File: src/design/apm_pkg.sv
package apm_pkg;

  // Width of a column entry inside the array: holds values up to 64 plus one
  localparam int unsigned DistW = 7;
  // Width of the reported distance and of the length and limit registers
  localparam int unsigned RegW = 6;
  // Pattern bytes held in configuration words
  localparam int unsigned WordBytes = 8;
  localparam int unsigned NumWords = 4;
  localparam int unsigned CfgBytes = WordBytes * NumWords;
  localparam int unsigned CfgIdxW = 3;
  localparam int unsigned CfgDataW = 64;

  typedef logic [DistW-1:0] dist_t;

  typedef enum logic [CfgIdxW-1:0] {
    CfgPatternLength = 3'd0,
    CfgErrorLimit    = 3'd1,
    CfgPatternWord0  = 3'd2,
    CfgPatternWord1  = 3'd3,
    CfgPatternWord2  = 3'd4,
    CfgPatternWord3  = 3'd5
  } cfg_idx_e;

  typedef struct packed {
    logic [7:0] text_byte;
    logic       line_start;
  } in_t;

  typedef struct packed {
    logic            match;
    logic [RegW-1:0] distance;
  } out_t;

  // What travels from one cell to the next with each text byte
  typedef struct packed {
    logic [7:0] text_byte;
    logic       line_start;
    dist_t      left;
    dist_t      result;
    logic       match;
  } token_t;

  // Settings shared by every cell
  typedef struct packed {
    dist_t           cap;
    logic [RegW-1:0] error_limit;
    dist_t           eff_len;
  } cell_cfg_t;

  function automatic dist_t dist_min(dist_t a, dist_t b);
    return (a < b) ? a : b;
  endfunction

endpackage

File: src/design/apm_cell.sv
module apm_cell #(
  parameter int unsigned Pos = 1
) (
  input  logic               clk_i,
  input  logic               rst_ni,
  input  logic               up_valid_i,
  input  apm_pkg::token_t    up_tok_i,
  output logic               up_ready_o,
  output logic               valid_o,
  output apm_pkg::token_t    tok_o,
  input  logic               ready_i,
  input  logic [7:0]         pat_byte_i,
  input  apm_pkg::cell_cfg_t cfg_i
);
  import apm_pkg::*;

  localparam dist_t PosD      = DistW'(Pos);
  localparam dist_t PosPrevD  = DistW'(Pos - 1);
  localparam dist_t ResetSelf = dist_t'(1);
  localparam dist_t ResetDiag = (Pos == 1) ? dist_t'(0) : dist_t'(1);

  logic   valid_q;
  token_t tok_q, tok_d;
  dist_t  self_q, diag_q;
  dist_t  new_val;
  logic   take;

  // Cell is free when empty or when its token moves on this cycle
  assign up_ready_o = !valid_q || ready_i;
  assign take       = up_valid_i && up_ready_o;

  // Update this entry of the column for the incoming byte
  always_comb begin
    dist_t old_self;
    dist_t old_diag;
    dist_t cost;
    old_self = up_tok_i.line_start ? dist_min(PosD, cfg_i.cap) : self_q;
    old_diag = up_tok_i.line_start ? dist_min(PosPrevD, cfg_i.cap) : diag_q;
    cost     = old_diag + ((up_tok_i.text_byte != pat_byte_i) ? dist_t'(1) : dist_t'(0));
    new_val  = dist_min(dist_min(cost, up_tok_i.left + dist_t'(1)),
                        dist_min(old_self + dist_t'(1), cfg_i.cap));

    tok_d      = up_tok_i;
    tok_d.left = new_val;
    // Capture the result at the pattern end
    if (PosD == cfg_i.eff_len) begin
      tok_d.result = new_val;
      tok_d.match  = (new_val <= {1'b0, cfg_i.error_limit});
    end
  end

  // Hold valid unless the token leaves or a new one arrives
  always_ff @(posedge clk_i or negedge rst_ni) begin
    if (!rst_ni) begin
      valid_q <= 1'b0;
      self_q  <= ResetSelf;
      diag_q  <= ResetDiag;
    end else begin
      if (up_ready_o) begin
        valid_q <= up_valid_i;
      end
      if (take) begin
        self_q <= new_val;
        diag_q <= up_tok_i.left;
      end
    end
  end

  // Advance the payload with the transfer
  always_ff @(posedge clk_i) begin
    if (take) begin
      tok_q <= tok_d;
    end
  end

  assign valid_o = valid_q;
  assign tok_o   = tok_q;

endmodule

File: src/design/approximate_pattern_match.sv
// Approximate pattern matcher: edit-distance search of a text stream against
// one configured pattern of up to MAX_PATTERN bytes.
// Configuration: write pattern_length (0), error_limit (1) and the four
// pattern words (2..5) through cfg_*; cfg_ready_o is always high. Write
// only while no text byte is in flight.
// Input: one text byte per transfer on in_valid_i / in_stall_o; line_start
// reloads the initial column before the byte is used.
// Output: one result per byte on out_valid_o / out_stall_i, in order, giving
// the distance at the pattern end (saturated at limit plus one) and a match
// flag.
// Throughput is one byte per cycle while the receiver does not stall. Each
// byte walks a chain of MAX_PATTERN cells, one column entry per cell, and
// its result is shown from the last cell (the last cell is the output register).
// When the receiver stalls, the held result stays put while bytes behind it
// close up any gaps; in_stall_o rises once the chain is full.
// Reset empties the chain, sets length 1, limit 0, clears the pattern and
// loads the initial column.
module approximate_pattern_match #(
  parameter int unsigned MAX_PATTERN = 32
) (
  input  logic                          clk_i,
  input  logic                          rst_ni,
  input  logic                          cfg_valid_i,
  output logic                          cfg_ready_o,
  input  logic [apm_pkg::CfgIdxW-1:0]   cfg_index_i,
  input  logic [apm_pkg::CfgDataW-1:0]  cfg_data_i,
  input  logic                          in_valid_i,
  output logic                          in_stall_o,
  input  apm_pkg::in_t                  in_data_i,
  output logic                          out_valid_o,
  input  logic                          out_stall_i,
  output apm_pkg::out_t                 out_data_o
);
  import apm_pkg::*;

  logic [RegW-1:0]     pattern_length_q;
  logic [RegW-1:0]     error_limit_q;
  logic [CfgDataW-1:0] pattern_word_q [NumWords];

  cell_cfg_t cell_cfg;
  logic [7:0] pat_byte [MAX_PATTERN];

  logic   chain_valid [MAX_PATTERN+1];
  logic   chain_ready [MAX_PATTERN+1];
  token_t chain_tok   [MAX_PATTERN+1];

  // Take configuration writes at once
  assign cfg_ready_o = 1'b1;

  always_ff @(posedge clk_i or negedge rst_ni) begin
    if (!rst_ni) begin
      pattern_length_q <= RegW'(1);
      error_limit_q    <= '0;
      for (int i = 0; i < NumWords; i++) begin
        pattern_word_q[i] <= '0;
      end
    end else if (cfg_valid_i && cfg_ready_o) begin
      case (cfg_idx_e'(cfg_index_i))
        CfgPatternLength: pattern_length_q  <= cfg_data_i[RegW-1:0];
        CfgErrorLimit:    error_limit_q     <= cfg_data_i[RegW-1:0];
        CfgPatternWord0:  pattern_word_q[0] <= cfg_data_i;
        CfgPatternWord1:  pattern_word_q[1] <= cfg_data_i;
        CfgPatternWord2:  pattern_word_q[2] <= cfg_data_i;
        CfgPatternWord3:  pattern_word_q[3] <= cfg_data_i;
        default: ;
      endcase
    end
  end

  // Clamp the pattern length and form the saturation cap
  always_comb begin
    cell_cfg.cap         = {1'b0, error_limit_q} + dist_t'(1);
    cell_cfg.error_limit = error_limit_q;
    if (pattern_length_q == '0) begin
      cell_cfg.eff_len = dist_t'(1);
    end else if ({1'b0, pattern_length_q} > DistW'(MAX_PATTERN)) begin
      cell_cfg.eff_len = DistW'(MAX_PATTERN);
    end else begin
      cell_cfg.eff_len = {1'b0, pattern_length_q};
    end
  end

  // Spread the pattern bytes over the cells; bytes past the words are zero
  for (genvar k = 0; k < MAX_PATTERN; k++) begin : g_pat
    if (k < CfgBytes) begin : g_cfg
      assign pat_byte[k] = pattern_word_q[k / WordBytes][(k % WordBytes) * 8 +: 8];
    end else begin : g_zero
      assign pat_byte[k] = 8'h00;
    end
  end

  // Entry zero of the column is always zero, so the first cell sees left 0
  always_comb begin
    chain_tok[0]            = '0;
    chain_tok[0].text_byte  = in_data_i.text_byte;
    chain_tok[0].line_start = in_data_i.line_start;
  end
  assign chain_valid[0] = in_valid_i;
  assign in_stall_o     = !chain_ready[0];

  for (genvar j = 1; j <= MAX_PATTERN; j++) begin : g_cell
    apm_cell #(
      .Pos(j)
    ) u_cell (
      .clk_i      (clk_i),
      .rst_ni     (rst_ni),
      .up_valid_i (chain_valid[j-1]),
      .up_tok_i   (chain_tok[j-1]),
      .up_ready_o (chain_ready[j-1]),
      .valid_o    (chain_valid[j]),
      .tok_o      (chain_tok[j]),
      .ready_i    (chain_ready[j]),
      .pat_byte_i (pat_byte[j-1]),
      .cfg_i      (cell_cfg)
    );
  end

  // Last cell doubles as the output register
  assign chain_ready[MAX_PATTERN] = !out_stall_i;
  assign out_valid_o              = chain_valid[MAX_PATTERN];
  assign out_data_o.match         = chain_tok[MAX_PATTERN].match;
  assign out_data_o.distance      = chain_tok[MAX_PATTERN].result[RegW-1:0];

endmodule

File: config.mk
export PLATFORM = sky130hd
export DESIGN_NAME = approximate_pattern_match
export DESIGN_NICKNAME = d
export VERILOG_FILES = /design/src/design/apm_pkg.sv /design/src/design/apm_cell.sv /design/src/design/approximate_pattern_match.sv
export SDC_FILE = /design/constraint.sdc
export NUM_CORES = 2
export LEC_CHECK = 0
export BUFFER_PORTS_ARGS = -buffer_cell sky130_fd_sc_hd__buf_2
export CAP_MARGIN = 0
export CORE_UTILIZATION = 33
export DETAILED_ROUTE_END_ITERATION = 6
export GPL_TIMING_DRIVEN = 1
export PLACE_DENSITY = 0.54
export SLEW_MARGIN = 20
export SYNTH_ARGS = -nofsm -noshare
export SYNTH_HDL_FRONTEND = slang
export SYNTH_HIERARCHICAL = 1
export SYNTH_SLANG_ARGS = --single-unit
File: constraint.sdc
create_clock -name clk_i -period 43.4 [get_ports clk_i]
set_input_delay 10.85 -clock clk_i [delete_from_list [all_inputs] [get_ports clk_i]]
set_output_delay 10.85 -clock clk_i [all_outputs]
set_load 0.02 [all_outputs]
Word-level counts from Yosys, hierarchy flattened
Index checks and enable logic that the tools add are counted.
Operators by class
  reduce and logical (&&, ||, !) cells: 106
  equal/unequal tests: 69
  order comparisons: 162
  $add $sub $neg: 96
  mux-type cells: 258
Operators by type and width (number)
  $mux 7: 224
  $lt 7x7->1: 95
  $add 7x1->7 const B: 63
  $ne 8x8->1: 32
  $add 7x7->7: 32
  $le 7x6->1: 32
  $lt 5x7->1 const A: 16
  $eq 5x6->1 const A: 16
  $lt 4x7->1 const A: 8
  $eq 4x6->1 const A: 8
  $logic_not 1->1: 34
  $logic_and 1x1->1: 32
  $logic_or 1x1->1: 32
  $mux 1: 32
  $lt 3x7->1 const A: 4
  $eq 3x6->1 const A: 4
  $lt 1x7->1 const A: 2
  $lt 2x7->1 const A: 2
  $eq 2x6->1 const A: 2
  $mux 6: 2
  $reduce_and 2->1: 6
  $add 6x1->7 const B: 1
  $lt 6x7->1 const A: 1
  $lt 7x1->1 const B: 1
  8 further kinds: 10
Storage, ports and cells
  flip-flop bits (word level): 1461
  output and inout bits: 10

Logic depth before layout (Yosys ltp)
  depth in word-level cells: 34
  depth in mapped cells: 36
  depth with buffers taken out: 36

Cells and area by module
Netlist, hierarchy kept.
Modules (own cells, without submodules)
  approximate_pattern_match: times used 1, sequential area each 6707.7 µm², cells an instance 597, area an instance 10179.8 µm²
  apm_cell at g_cell[25].u_cell: times used 1, sequential area each 1098.6 µm², cells an instance 328, area an instance 3138.0 µm²
  apm_cell at g_cell[20].u_cell: times used 1, sequential area each 1098.6 µm², cells an instance 331, area an instance 3069.2 µm²
  apm_cell at g_cell[24].u_cell: times used 1, sequential area each 1098.6 µm², cells an instance 329, area an instance 3055.4 µm²
  apm_cell at g_cell[31].u_cell: times used 1, sequential area each 1098.6 µm², cells an instance 316, area an instance 3030.4 µm²
  apm_cell at g_cell[6].u_cell: times used 1, sequential area each 1098.6 µm², cells an instance 318, area an instance 2992.9 µm²
  apm_cell at g_cell[14].u_cell: times used 1, sequential area each 1098.6 µm², cells an instance 312, area an instance 2967.8 µm²
  apm_cell at g_cell[22].u_cell: times used 1, sequential area each 1098.6 µm², cells an instance 281, area an instance 2955.3 µm²
  apm_cell at g_cell[19].u_cell: times used 1, sequential area each 1098.6 µm², cells an instance 280, area an instance 2946.6 µm²
  apm_cell at g_cell[29].u_cell: times used 1, sequential area each 1098.6 µm², cells an instance 287, area an instance 2945.3 µm²
  apm_cell at g_cell[23].u_cell: times used 1, sequential area each 1098.6 µm², cells an instance 279, area an instance 2939.1 µm²
  apm_cell at g_cell[27].u_cell: times used 1, sequential area each 1098.6 µm², cells an instance 284, area an instance 2937.8 µm²
  apm_cell at g_cell[30].u_cell: times used 1, sequential area each 1098.6 µm², cells an instance 269, area an instance 2932.8 µm²
  apm_cell at g_cell[28].u_cell: times used 1, sequential area each 1098.6 µm², cells an instance 273, area an instance 2916.5 µm²
  19 more rows

Least setup slack after synthesis
No wires, ideal clock.
  path type: input port to output port
  from: in out_stall_i
  to: out in_stall_o
  path slack: 16341 ps
  path buffers: 0
  data arrival time: 16209 ps
  stages: 34
  required time: 32550 ps
  cells stage by stage: inv_1 -> nand2b_1 -> nand2b_1 -> nand2b_1 -> nand2b_1 -> nand2b_1 -> nand2b_1 -> nand2b_1 -> nand2b_1 -> nand2b_1 -> nand2b_1 -> nand2b_1 -> nand2b_1 -> nand2b_1 -> nand2b_1 -> nand2b_1 -> nand2b_1 -> nand2b_1 -> nand2b_1 -> nand2b_1 -> nand2b_1 -> nand2b_1 -> nand2b_1 -> nand2b_1 -> nand2b_1 -> nand2b_1 -> nand2b_1 -> nand2b_1 -> nand2b_1 -> nand2b_1 -> nand2b_1 -> nand2b_1 -> nand2b_1 -> inv_1
RTL lines
  start: declaration: line approximate_pattern_match.sv:31  | input logic out_stall_i,
  end: declaration: line approximate_pattern_match.sv:28  | output logic in_stall_o,

==> flow_metrics.tcl <==
set metrics [dict create \
    status "finished with violations" \
    violations "design-rule violations" \
    layout_common_cells "inv_1, ha_1, nand2_1" \
    maxCapViolCount 0 \
    hold_buffers 0 \
    insertion_delay_ns 0.86 \
    cts-root-buf "clkbuf_16" \
    hold_ws_ns 0.4473 \
    slowest_stage "nand2b_1" \
    endpoint_kind "output port" \
    track_usage_pct 18.85 \
    cpMostUsedCell "nand2b_1" \
    gp_congestion 0.8757 \
    die_y_um 554.8 \
    grt_max_degree 111 \
    cts_setup_buffers 0 \
    max_stage_delay_ns 0.28 \
    dp_hpwl_um 219400 \
    drive_gt1_share_pct 16.39 \
    hp-class "flip-flop to flip-flop" \
    drt_pass1_iterations 7 \
    htreeDepth 4 \
    clkSlewWorstSetupHoldPaths_ns 0.06 \
    cp.required_ns 32.55 \
    startpoint_type "input port" \
    ant_nets 0 \
    multi_input_comb_area_um2 56210 \
    avgSynthCellArea_um2 10.52 \
    drc 2 \
    hold_start "g_cell[19].u_cell/tok_o[18]" \
    timing.fmax_ghz 0.03468 \
    fin_crit_ns 28.83 \
    synth_warnings 6 \
    holdPathStages 0 \
    routed_wl_um 297000 \
    syn_to_final_growth_pct 10.68 \
    regToRegSetupSlack_ns 32.59 \
    finalCritPeriodShare_pct 66.44 \
    cts_tree "built" \
    io_buffers 89 \
    fin_util_pct 36.80 \
    rr_worst_depth 29 \
    initial_utilization_pct 33.25 \
    crit_buf_inv 4 \
    path_delay_family "simple AND/OR/NAND/NOR gates" \
    fin_tns_setup_ns 0 \
    slew_headroom_pct 26.75 \
    grt_pass1_vias 75557 \
    die_x_um 554.8 \
    viasPerCell 5.400 \
    synth_cells 9589 \
    fill_cells 29733 \
    seq_area_um2 40440 \
    cts.sinks 1468 \
    die_area_um2 307800 \
    pin_count 91 \
    regToRegEndpoint "g_cell[31].u_cell/tok_o[0]" \
    cts_resized 0 \
    slew_violations 0 \
    syn_area_um2 100900 \
    r2r_start "error_limit_q[0]" \
    worstPathMaxFanout 3 \
    finalHoldViolCount 0 \
    worst_slew_pin_slew_ns 1.096 \
    drt_iter0_markers 5257 \
    path_class "input port to output port" \
    crit_arrival_ns 17.98 \
    core_um2 303300 \
    rows 202 \
    wl_per_cell_um 21.31 \
    layout_commonest_cell "inv_1" \
    antenna_found_initial 23 \
    vias 75271 \
    cts_buffers 167 \
    hold_end "g_cell[20].u_cell/tok_o[18]" \
    grt_pass1_wl_um 453200 \
    overflow 0 \
    setup_viol 0 \
    skew_ns 0.08047 \
    nets 10794 \
    rsz0062_at_grt "false" \
    clock_path_buffers 4 \
]
-- how the worst max path moves through the flow --
| stage | cells past startpoint | to | slack (ns) | startpoint |
|---|---|---|---|---|
| CTS | 36 | in_stall_o | 14.55 | out_stall_i |
| detailed placement | 36 | in_stall_o | 14.67 | out_stall_i |
| floorplan | 34 | in_stall_o | 16.34 | out_stall_i |
| global placement | 36 | in_stall_o | 14.51 | out_stall_i |
| global route | 36 | in_stall_o | 14.06 | out_stall_i |
| finish | 36 | in_stall_o | 14.57 | out_stall_i |
-- metal layers --
| metal | up-vias | GRT usage [%] | part of all wire, % |
|---|---|---|---|
| met5 | - | 0 | 0.0044 |
| met4 | 2 | 5.300 | 2.8 |
| met3 | 454 | 2.872 | 5.4 |
| met2 | 1996 | 31.72 | 47 |
| met1 | 37436 | 24.93 | 45 |
| li1 | 35383 | - | - |
-- worst reg2reg max path: cells and delay by family (launching register included) --
family / cells / cell delay, ns
simple gates: 11 / 3.16
compound gates: 10 / 2.88
buf+inv: 3 / 1.74
fa+ha+maj: 4 / 1.32
flops: 1 / 0.90
mux: 1 / 0.65
-- registers in the layout, summed over array words and instances, names as in the netlist --
register / count
error_limit_q: 6
pat_byte: 256
pattern_length_q: 6
g_cell.u_cell/tok_o: 720
g_cell.u_cell/valid_o: 32
g_cell.u_cell/self_q: 224
g_cell.u_cell/diag_q: 224
-- metrics by stage --
stage,cell area (um^2),std cells,setup WS (ns)
3_5_place_dp,106300,13630,14.67
2_1_floorplan,101100,9655,16.34
5_1_grt,111600,13932,14.06
6_report,111600,13940,14.57
4_1_cts,111600,13928,14.55
3_3_place_gp,106300,13630,14.51
-- area by class of cell --
cell class,count,area share [%]
multi-input cells,7075,50.36
clock inverters,73,0.6064
flip-flops and latches,1468,36.23
repair buffers,176,1.030
clock buffers,225,4.141
diodes,12,0.02690
well taps,3978,4.459
inverters,933,3.142
Power is not shown: default switching activity piles up to over one toggle a cycle in this logic, so the estimate is an artifact.
